$ cat src/sv/rdx_pkg.sv
`timescale 1ns / 1ps
// ----------------------------------------------------------------------------
// rdx_pkg
// types and constants shared by the radix digit emitter modules
// ----------------------------------------------------------------------------
package rdx_pkg;

  localparam int AlphabetSize = 16;
  localparam int CharW        = 8;
  localparam int DataW        = 32;
  localparam int DigitW       = $clog2(AlphabetSize);
  localparam int LenW         = 5;
  localparam int CfgIdxW      = 2;
  localparam int CfgDataW     = 64;
  localparam int BitsPerStep  = 8;
  localparam int StepsPerDiv  = DataW / BitsPerStep;
  localparam int StepW        = $clog2(StepsPerDiv);
  localparam int DepthW       = $clog2(DataW + 1);

  localparam logic [CharW-1:0] CharNul   = 8'h00;
  localparam logic [CharW-1:0] CharSpace = 8'h20;
  localparam logic [CharW-1:0] CharPlus  = 8'h2B;
  localparam logic [CharW-1:0] CharMinus = 8'h2D;
  localparam logic [CharW-1:0] CtrlLo    = 8'd9;
  localparam logic [CharW-1:0] CtrlHi    = 8'd13;
  localparam logic [LenW-1:0]  MinRadix  = 5'd2;

  typedef enum logic [CfgIdxW-1:0] {
    CfgAlphaLow   = 2'd0,
    CfgAlphaHigh  = 2'd1,
    CfgBaseLength = 2'd2
  } cfg_index_e;

  typedef struct packed {
    logic [AlphabetSize-1:0][CharW-1:0] alpha;
    logic [LenW-1:0]                    radix;
  } cfg_t;

  typedef struct packed {
    logic             invalid;
    logic             neg;
    logic [DataW-1:0] mag;
  } item_t;

  typedef enum logic [2:0] {
    StIdle,
    StInvalid,
    StSign,
    StDivide,
    StEmit
  } back_state_e;

endpackage

$ cat src/sv/rdx_front.sv
`timescale 1ns / 1ps
// ----------------------------------------------------------------------------
// rdx_front
// configuration registers, alphabet check and input classification
// ----------------------------------------------------------------------------
module rdx_front (
  input  logic                         clk_i,
  input  logic                         rst_ni,
  input  logic                         cfg_valid_i,
  output logic                         cfg_ready_o,
  input  logic [rdx_pkg::CfgIdxW-1:0]  cfg_index_i,
  input  logic [rdx_pkg::CfgDataW-1:0] cfg_data_i,
  input  logic                         in_valid_i,
  output logic                         in_ready_o,
  input  logic [rdx_pkg::DataW-1:0]    in_value_i,
  output logic                         q_valid_o,
  input  logic                         q_ready_i,
  output rdx_pkg::item_t               q_item_o,
  output rdx_pkg::cfg_t                cfg_o
);

  logic [rdx_pkg::CfgDataW-1:0] alpha_lo_q, alpha_lo_d;
  logic [rdx_pkg::CfgDataW-1:0] alpha_hi_q, alpha_hi_d;
  logic [rdx_pkg::LenW-1:0]     len_q, len_d;
  logic [rdx_pkg::AlphabetSize-1:0][rdx_pkg::CharW-1:0] alpha;
  logic                         alpha_ok;

  assign cfg_ready_o = 1'b1;

  always_comb begin
    alpha_lo_d = alpha_lo_q;
    alpha_hi_d = alpha_hi_q;
    len_d      = len_q;
    if (cfg_valid_i) begin
      unique case (rdx_pkg::cfg_index_e'(cfg_index_i))
        rdx_pkg::CfgAlphaLow:   alpha_lo_d = cfg_data_i;
        rdx_pkg::CfgAlphaHigh:  alpha_hi_d = cfg_data_i;
        rdx_pkg::CfgBaseLength: len_d      = cfg_data_i[rdx_pkg::LenW-1:0];
        default: ;
      endcase
    end
  end

  always_ff @(posedge clk_i or negedge rst_ni) begin
    if (!rst_ni) begin
      alpha_lo_q <= '0;
      alpha_hi_q <= '0;
      len_q      <= '0;
    end else begin
      alpha_lo_q <= alpha_lo_d;
      alpha_hi_q <= alpha_hi_d;
      len_q      <= len_d;
    end
  end

  assign alpha = {alpha_hi_q, alpha_lo_q};

  // radix range, forbidden bytes and pairwise duplicates among the characters in use
  always_comb begin
    logic [rdx_pkg::CharW-1:0] c;
    alpha_ok = (len_q >= rdx_pkg::MinRadix) &&
               (len_q <= rdx_pkg::LenW'(rdx_pkg::AlphabetSize));
    for (int i = 0; i < rdx_pkg::AlphabetSize; i++) begin
      c = alpha[i];
      if (rdx_pkg::LenW'(i) < len_q) begin
        if (c == rdx_pkg::CharNul || c == rdx_pkg::CharSpace ||
            c == rdx_pkg::CharPlus || c == rdx_pkg::CharMinus ||
            (c >= rdx_pkg::CtrlLo && c <= rdx_pkg::CtrlHi)) begin
          alpha_ok = 1'b0;
        end
        for (int j = i + 1; j < rdx_pkg::AlphabetSize; j++) begin
          if (rdx_pkg::LenW'(j) < len_q && alpha[j] == c) begin
            alpha_ok = 1'b0;
          end
        end
      end
    end
  end

  assign q_valid_o        = in_valid_i;
  assign in_ready_o       = q_ready_i;
  assign q_item_o.invalid = !alpha_ok;
  assign q_item_o.neg     = in_value_i[rdx_pkg::DataW-1];
  // two's complement negate; the most negative value maps to 2^31
  assign q_item_o.mag     = in_value_i[rdx_pkg::DataW-1] ?
                            (rdx_pkg::DataW'(0) - in_value_i) : in_value_i;

  assign cfg_o.alpha = alpha;
  assign cfg_o.radix = len_q;

endmodule

$ cat src/sv/rdx_queue.sv
`timescale 1ns / 1ps
// ----------------------------------------------------------------------------
// rdx_queue
// two-entry fifo between the classifier and the digit engine
// ----------------------------------------------------------------------------
module rdx_queue (
  input  logic           clk_i,
  input  logic           rst_ni,
  input  logic           in_valid_i,
  output logic           in_ready_o,
  input  rdx_pkg::item_t in_item_i,
  output logic           out_valid_o,
  input  logic           out_ready_i,
  output rdx_pkg::item_t out_item_o
);

  rdx_pkg::item_t mem_q [2];
  logic           wr_ptr_q, wr_ptr_d;
  logic           rd_ptr_q, rd_ptr_d;
  logic [1:0]     cnt_q, cnt_d;
  logic           push, pop;

  assign in_ready_o  = (cnt_q != 2'd2);
  assign out_valid_o = (cnt_q != 2'd0);
  assign push        = in_valid_i && in_ready_o;
  assign pop         = out_valid_o && out_ready_i;
  assign out_item_o  = mem_q[rd_ptr_q];

  always_comb begin
    wr_ptr_d = push ? !wr_ptr_q : wr_ptr_q;
    rd_ptr_d = pop ? !rd_ptr_q : rd_ptr_q;
    cnt_d    = cnt_q + 2'(push) - 2'(pop);
  end

  always_ff @(posedge clk_i or negedge rst_ni) begin
    if (!rst_ni) begin
      wr_ptr_q <= 1'b0;
      rd_ptr_q <= 1'b0;
      cnt_q    <= '0;
    end else begin
      wr_ptr_q <= wr_ptr_d;
      rd_ptr_q <= rd_ptr_d;
      cnt_q    <= cnt_d;
    end
  end

  always_ff @(posedge clk_i) begin
    if (push) begin
      mem_q[wr_ptr_q] <= in_item_i;
    end
  end

endmodule

$ cat src/sv/rdx_back.sv
`timescale 1ns / 1ps
// ----------------------------------------------------------------------------
// rdx_back
// digit engine: radix division, digit stack and output register
// ----------------------------------------------------------------------------
module rdx_back (
  input  logic                       clk_i,
  input  logic                       rst_ni,
  input  rdx_pkg::cfg_t              cfg_i,
  input  logic                       q_valid_i,
  output logic                       q_ready_o,
  input  rdx_pkg::item_t             q_item_i,
  output logic                       out_valid_o,
  input  logic                       out_ready_i,
  output logic [rdx_pkg::CharW-1:0]  out_char_o,
  output logic                       out_last_o,
  output logic                       out_inval_o
);

  rdx_pkg::back_state_e state_q, state_d;

  logic [rdx_pkg::DataW-1:0]  mag_q, mag_d;
  logic [rdx_pkg::DigitW-1:0] rem_q, rem_d;
  logic [rdx_pkg::StepW-1:0]  step_q, step_d;
  logic [rdx_pkg::DigitW-1:0] stack_q [rdx_pkg::DataW];
  logic [rdx_pkg::DepthW-1:0] depth_q, depth_d;

  logic                       out_valid_q, out_valid_d;
  logic [rdx_pkg::CharW-1:0]  out_char_q;
  logic                       out_last_q;
  logic                       out_inval_q;

  logic [rdx_pkg::DataW-1:0]  div_quot;
  logic [rdx_pkg::DigitW-1:0] div_rem;
  logic                       last_step;
  logic                       slot_free;
  logic                       take_item, div_run, push, pop;
  logic                       load_inval, load_sign, load_digit;

  assign slot_free = !out_valid_q || out_ready_i;
  assign last_step = (step_q == rdx_pkg::StepW'(rdx_pkg::StepsPerDiv - 1));

  // restoring division, BitsPerStep quotient bits per cycle
  always_comb begin
    logic [rdx_pkg::DataW-1:0]  d;
    logic [rdx_pkg::DigitW-1:0] r;
    logic [rdx_pkg::LenW-1:0]   t;
    d = mag_q;
    r = rem_q;
    for (int k = 0; k < rdx_pkg::BitsPerStep; k++) begin
      t = {r, d[rdx_pkg::DataW-1]};
      d = {d[rdx_pkg::DataW-2:0], 1'b0};
      if (t >= cfg_i.radix) begin
        t    = t - cfg_i.radix;
        d[0] = 1'b1;
      end
      r = t[rdx_pkg::DigitW-1:0];
    end
    div_quot = d;
    div_rem  = r;
  end

  // next state
  always_comb begin
    state_d = state_q;
    unique case (state_q)
      rdx_pkg::StIdle: begin
        if (q_valid_i) begin
          priority if (q_item_i.invalid) state_d = rdx_pkg::StInvalid;
          else if (q_item_i.neg)         state_d = rdx_pkg::StSign;
          else                           state_d = rdx_pkg::StDivide;
        end
      end
      rdx_pkg::StInvalid: begin
        if (slot_free) state_d = rdx_pkg::StIdle;
      end
      rdx_pkg::StSign: begin
        if (slot_free) state_d = rdx_pkg::StDivide;
      end
      rdx_pkg::StDivide: begin
        if (last_step && div_quot == '0) state_d = rdx_pkg::StEmit;
      end
      rdx_pkg::StEmit: begin
        if (slot_free && depth_q == rdx_pkg::DepthW'(1)) state_d = rdx_pkg::StIdle;
      end
      default: state_d = rdx_pkg::StIdle;
    endcase
  end

  // state outputs
  always_comb begin
    q_ready_o  = 1'b0;
    take_item  = 1'b0;
    div_run    = 1'b0;
    push       = 1'b0;
    pop        = 1'b0;
    load_inval = 1'b0;
    load_sign  = 1'b0;
    load_digit = 1'b0;
    unique case (state_q)
      rdx_pkg::StIdle: begin
        q_ready_o = 1'b1;
        take_item = q_valid_i;
      end
      rdx_pkg::StInvalid: load_inval = slot_free;
      rdx_pkg::StSign:    load_sign  = slot_free;
      rdx_pkg::StDivide: begin
        div_run = 1'b1;
        push    = last_step;
      end
      rdx_pkg::StEmit: begin
        load_digit = slot_free;
        pop        = slot_free;
      end
      default: ;
    endcase
  end

  always_comb begin
    mag_d   = mag_q;
    rem_d   = rem_q;
    step_d  = step_q;
    depth_d = depth_q;
    if (take_item) begin
      mag_d  = q_item_i.mag;
      rem_d  = '0;
      step_d = '0;
    end else if (div_run) begin
      mag_d  = div_quot;
      rem_d  = last_step ? '0 : div_rem;
      step_d = last_step ? '0 : step_q + rdx_pkg::StepW'(1);
    end
    if (push) depth_d = depth_q + rdx_pkg::DepthW'(1);
    else if (pop) depth_d = depth_q - rdx_pkg::DepthW'(1);
  end

  always_comb begin
    out_valid_d = out_valid_q;
    if (load_inval || load_sign || load_digit) out_valid_d = 1'b1;
    else if (out_ready_i) out_valid_d = 1'b0;
  end

  always_ff @(posedge clk_i or negedge rst_ni) begin
    if (!rst_ni) begin
      state_q     <= rdx_pkg::StIdle;
      step_q      <= '0;
      depth_q     <= '0;
      out_valid_q <= 1'b0;
    end else begin
      state_q     <= state_d;
      step_q      <= step_d;
      depth_q     <= depth_d;
      out_valid_q <= out_valid_d;
    end
  end

  always_ff @(posedge clk_i) begin
    mag_q <= mag_d;
    rem_q <= rem_d;
  end

  // digit stack: digits arrive least significant first, leave from the top
  always_ff @(posedge clk_i) begin
    if (push) begin
      stack_q[0] <= div_rem;
      for (int k = 1; k < rdx_pkg::DataW; k++) stack_q[k] <= stack_q[k-1];
    end else if (pop) begin
      for (int k = 0; k < rdx_pkg::DataW - 1; k++) stack_q[k] <= stack_q[k+1];
    end
  end

  // the loads are exclusive by state; the register holds when none fires
  always_ff @(posedge clk_i) begin
    if (load_inval) begin
      out_char_q  <= rdx_pkg::CharNul;
      out_last_q  <= 1'b1;
      out_inval_q <= 1'b1;
    end else if (load_sign) begin
      out_char_q  <= rdx_pkg::CharMinus;
      out_last_q  <= 1'b0;
      out_inval_q <= 1'b0;
    end else if (load_digit) begin
      out_char_q  <= cfg_i.alpha[stack_q[0]];
      out_last_q  <= (depth_q == rdx_pkg::DepthW'(1));
      out_inval_q <= 1'b0;
    end
  end

  assign out_valid_o = out_valid_q;
  assign out_char_o  = out_char_q;
  assign out_last_o  = out_last_q;
  assign out_inval_o = out_inval_q;

endmodule

$ cat src/sv/radix_digit_emitter_unit.sv
`timescale 1ns / 1ps
// ----------------------------------------------------------------------------
// radix_digit_emitter_unit
// signed 32-bit value to digit characters in a configurable radix
// ----------------------------------------------------------------------------
//  channel   | direction | payload
//  s_axis    | in        | tdata[31:0] value
//  m_axis    | out       | tdata[7:0] character, tlast last, tuser invalid_base
//  cfg       | in        | index 0 alphabet_low, 1 alphabet_high, 2 base_length
//
// each value is divided by the radix once per digit in the 8-bit-per-cycle
// radix divider; the digits then leave the digit stack most significant
// first, after a minus sign for a negative value.
// an invalid alphabet gives one flagged character, via the output register.
// reset clears the configuration, so the alphabet is invalid until written.
// a two-entry queue takes further values while the digit engine is busy or
// the output stalls; the output register holds until taken.
// ----------------------------------------------------------------------------
module radix_digit_emitter_unit (
  input  logic                         clk_i,
  input  logic                         rst_ni,
  // configuration write channel
  input  logic                         cfg_valid_i,
  output logic                         cfg_ready_o,
  input  logic [rdx_pkg::CfgIdxW-1:0]  cfg_index_i,
  input  logic [rdx_pkg::CfgDataW-1:0] cfg_data_i,
  // input stream
  input  logic                         s_axis_tvalid,
  output logic                         s_axis_tready,
  input  logic [31:0]                  s_axis_tdata,   // [31:0] value
  // output stream
  output logic                         m_axis_tvalid,
  input  logic                         m_axis_tready,
  output logic [7:0]                   m_axis_tdata,   // [7:0] character
  output logic                         m_axis_tlast,
  output logic                         m_axis_tuser    // [0] invalid_base
);

  rdx_pkg::cfg_t  cfg;
  rdx_pkg::item_t fq_item, qb_item;
  logic           fq_valid, fq_ready;
  logic           qb_valid, qb_ready;

  rdx_front u_front (
    .clk_i       (clk_i),
    .rst_ni      (rst_ni),
    .cfg_valid_i (cfg_valid_i),
    .cfg_ready_o (cfg_ready_o),
    .cfg_index_i (cfg_index_i),
    .cfg_data_i  (cfg_data_i),
    .in_valid_i  (s_axis_tvalid),
    .in_ready_o  (s_axis_tready),
    .in_value_i  (s_axis_tdata),
    .q_valid_o   (fq_valid),
    .q_ready_i   (fq_ready),
    .q_item_o    (fq_item),
    .cfg_o       (cfg)
  );

  rdx_queue u_queue (
    .clk_i       (clk_i),
    .rst_ni      (rst_ni),
    .in_valid_i  (fq_valid),
    .in_ready_o  (fq_ready),
    .in_item_i   (fq_item),
    .out_valid_o (qb_valid),
    .out_ready_i (qb_ready),
    .out_item_o  (qb_item)
  );

  rdx_back u_back (
    .clk_i       (clk_i),
    .rst_ni      (rst_ni),
    .cfg_i       (cfg),
    .q_valid_i   (qb_valid),
    .q_ready_o   (qb_ready),
    .q_item_i    (qb_item),
    .out_valid_o (m_axis_tvalid),
    .out_ready_i (m_axis_tready),
    .out_char_o  (m_axis_tdata),
    .out_last_o  (m_axis_tlast),
    .out_inval_o (m_axis_tuser)
  );

endmodule

$ cat config.mk
export PLATFORM = sky130hd
export DESIGN_NAME = radix_digit_emitter_unit
export DESIGN_NICKNAME = d
export VERILOG_FILES = /design/src/sv/rdx_pkg.sv /design/src/sv/rdx_front.sv /design/src/sv/rdx_queue.sv /design/src/sv/rdx_back.sv /design/src/sv/radix_digit_emitter_unit.sv
export SDC_FILE = /design/constraint.sdc
export NUM_CORES = 1
export LEC_CHECK = 0
export BUFFER_PORTS_ARGS = -buffer_cell sky130_fd_sc_hd__buf_4
export CAP_MARGIN = 10
export CORE_MARGIN = 5
export CORE_UTILIZATION = 35
export CTS_BUF_LIST = sky130_fd_sc_hd__clkbuf_16
export CTS_CLUSTER_SIZE = 28
export DETAILED_ROUTE_END_ITERATION = 8
export GPL_TIMING_DRIVEN = 0
export HOLD_SLACK_MARGIN = 0.03
export PLACE_DENSITY = 0.5
export SYNTH_ARGS = -nofsm -noshare
export SYNTH_HDL_FRONTEND = slang
export SYNTH_HIERARCHICAL = 1
export SYNTH_SLANG_ARGS = --single-unit
$ cat constraint.sdc
create_clock -name clk_i -period 32.8 [get_ports clk_i]
set_input_delay 0 -clock clk_i [delete_from_list [all_inputs] [get_ports clk_i]]
set_output_delay 0 -clock clk_i [all_outputs]
set_load 0.05 [all_outputs]
==> flow_metrics.py <==
metrics = {
    "synthesis": {
        "yosysSeqAreaShare": 0.341,
        "synthSimpleGateAreaFrac": 0.159,
        "ys_top_cells_by_area": "edfxtp_1 (22%), xnor2_1 (21%), dfrtp_1 (12%)",
        "yosysWarningCount": 6,
        "ys.flop_type": "edfxtp_1",
        "yosys-mux-area-fraction": 0.0941,
        "synth.distinct_cells": 82,
        "synthAdderAreaFrac": 0.0231,
        "ys_seq_elements": 391,
        "synth_top_area_share": 0.215,
        "synth.avg_cell_area_sq_um": 9.46,
        "syn_nets": 3523,
        "yosys.area.top_type": "edfxtp_1",
        "synth_area_sq_um": 31800,
        "synth_cells": 3366,
        "synth-compound-area-share": 0.0514,
        "synth_edf_count": 228,
        "yosysMostFrequentCell": "xnor2_1",
        "ys_top_cells_by_count": "xnor2_1 (765), nand2_1 (485), clkbuf_1 (270), xor2_1 (265), edfxtp_1 (228)",
        "synth_top_family_by_area": "XOR/XNOR gates",
        "synthArstFlopShare": 0.381,
        "synth_xor_area_frac": 0.283,
    },
    "grt": {
        "antenna_found_initial": 3,
        "grt_start_max_net_pins": 79,
        "grt_pass1_wl_mm": 210,
        "grt_overflow": 0,
        "grt_pass1_vias": 27640,
        "grt_usage": 0.299,
    },
    "cts": {
        "cts_sinks": 391,
        "cts_buffers": 47,
        "cts_tree": "built",
        "clock_path_buffers": 3,
        "clk-insertion-delay-late_ns": 0.64,
        "cts_resized": 0,
        "htreeDepth": 2,
        "path_clk_slew_ns": 0.08,
        "postCtsSetupRepairBufs": 0,
        "clockRootBuffer": "clkbuf_16",
    },
    "sta": {
        "max-slew-margin-rel": -0.0522,
        "fin_skew_ns": 0.0301,
        "fin_crit_sh": 0.419,
        "final_max_slew_viol_count": 6,
        "worstMarginPinSlew_ns": 1.57,
        "setup_slack_ns": 19.04,
        "max_freq_ghz": 0.0727,
        "fin_tns_setup_ns": 0,
        "fin_crit_ns": 13.76,
        "hold_viol": 0,
        "rsz0062_at_grt": "no",
        "setup_viol": 0,
    },
    "drt": {
        "viasPerCell": 5.82,
        "first_pass_iters": 6,
        "postRouteAntennaNets": 0,
        "dr.first_iter.drc_count": 3411,
        "vias": 28442,
        "routed_wl_mm": 151,
        "drc": 0,
        "detail_route.wl_per_cell_um": 31.0,
    },
    "placed_design": {
        "dpl_cell_area_sq_um": 34500,
        "gp_congestion": 1.04,
        "dp_worst_setup_slack_ns": 19.05,
        "hpwlAfterDp_mm": 106,
        "portBuffers": 113,
    },
    "die": {
        "start_util": 0.353,
        "pin_count": 116,
        "die_y_um": 312,
        "die_area_sq_um": 97100,
        "die_x_um": 312,
        "core_sq_um": 90100,
        "rows": 110,
    },
    "hold_path": {
        "hold_path.class": "in2reg",
    },
    "setup_path": {
        "crit_fanout": 11,
        "critPathTopFamily": "compound AO/OA/AOI/OAI gates",
        "critPathKind": "reg2reg",
        "crit_path_end_kind": "flop",
        "critPathMaxStageDelay_ns": 0.86,
        "cp_slowest_cell": "dfrtp_1",
        "cp_data_arrival_time_ns": 14.26,
        "critPathBufInv": 6,
        "worstPathRequired_ns": 33.30,
        "worst_setup_path_start_kind": "flop",
    },
    "final_layout": {
        "final_core_util": 0.414,
        "area_growth_pct": 17.3,
        "nFillCells": 8952,
        "drive_above_1_share": 0.129,
        "post-route-cell-area_sq_um": 37300,
        "nets": 3831,
    },
    "status": {
        "violations": "capacitance limit, slew limit",
        "status": "finished with violations",
    },
    "job": {
        "cap_violations": 1,
    },
}
what timing repair did:
item	in CTS	in global routing
hold buffers	119	0
setup endpoints to repair	0	0
hold endpoints to repair	361	0
layer usage:
layer / up-vias / wire, um / track usage
li1: 12183 / - / -
met1: 13879 / 57300 / 0.369
met2: 1825 / 65900 / 0.463
met3: 553 / 16300 / 0.0840
met4: 2 / 11800 / 0.188
met5: - / 17 / 0
path summary, 6_finish.rpt:
check | startpoint | to | slack [ns] | cells past startpoint
max | u_front/len_q[1]$_DFFE_PN0P_ | u_back/state_q[0]$_DFFE_PN0P_ | 19.04 | 48
min | cfg_data_i[59] | u_front/alpha_lo_q[59]$_DFFE_PN0P_ | 0.16 | 3
max reg2reg | u_front/len_q[1]$_DFFE_PN0P_ | u_back/state_q[0]$_DFFE_PN0P_ | 19.04 | 48
min reg2reg | u_back/stack_q[30][3]$_DFFE_PP_ | u_back/stack_q[31][3]$_DFFE_PP_ | 0.46 | 0
max in group asynchronous | rst_ni | u_queue/rd_ptr_q$_DFFE_PN0P_ | 31.87 | 4
min in group asynchronous | rst_ni | u_front/alpha_hi_q[10]$_DFFE_PN0P_ | 0.50 | 4
cell usage in the layout, fill, tap and decap left out, types with 8 or more instances in the layout:
cell           count
or4_1             13
xnor2_1          765
dfrtp_1          149
a22o_1            15
xor2_1           265
a21o_1            16
nand4_1          176
a21oi_1           53
or3_1              9
mux4_2            40
clkbuf_16         48
o31ai_1           15
nor3b_1            9
clkinv_1           8
buf_1             56
a31oi_1           41
inv_1             52
mux2_2           177
mux2i_1            9
o21ai_0           25
clkinv_2          11
clkbuf_1         269
buf_2             15
buf_4            118
nand2b_1          29
edfxtp_1         228
nor2_1            63
nor4_1           103
dfxtp_1           14
fa_1               8
nand3_1           22
buf_8             20
dlygate4sd3_1    118
ha_1              46
nand2_1          484
nor3_1            91
worst min-delay path: stages:
cell and delay [ns]:
dlygate4sd3_1 0.53, buf_4 0.11, mux2_2 0.13
per-stage QoR:
step | instances | hold slack, ns
after global routing | 4889 | 0.181
final | 4890 | 0.161
after detailed placement | 4672 | -0.00903
after global placement | 4655 | 0.247
after floorplan | 3366 | -0.296
after CTS | 4879 | 0.145
cell type report:
type | instances | area [sq um] | area share
diodes | 1 | 2.50 | 0.0000670
plain buffers | 349 | 1370 | 0.0367
clock buffers | 48 | 1200 | 0.0322
clock inverters | 40 | 265 | 0.00710
inverters | 40 | 150 | 0.00402
multi-input cells | 2586 | 19500 | 0.522
flip-flops and latches | 391 | 10900 | 0.291
well taps | 1176 | 1470 | 0.0394
repair buffers | 259 | 2530 | 0.0676
sequential cells by signal, summed over array words and instances (netlist names), 3 cells and up:
register and count:
u_queue/mem_q 68, u_back/rem_q 4, u_back/state_q 3, u_back/mag_q 32
u_front/len_q 5, u_front/alpha_lo_q 64, u_back/depth_q 6, u_front/alpha_hi_q 64
u_back/stack_q 128, u_back/out_char_o 8
cell families after synthesis:
group,Yosys count
buffers and inverters,389
multiplexers,227
AND/OR/NAND/NOR,1037
other,1
XOR/XNOR,1030
adder cells (fa/ha/maj),54
flip-flops,391
AO/OA/AOI/OAI,237
Power is not shown: default switching activity piles up to over one toggle a cycle in this logic, so the estimate is an artifact.
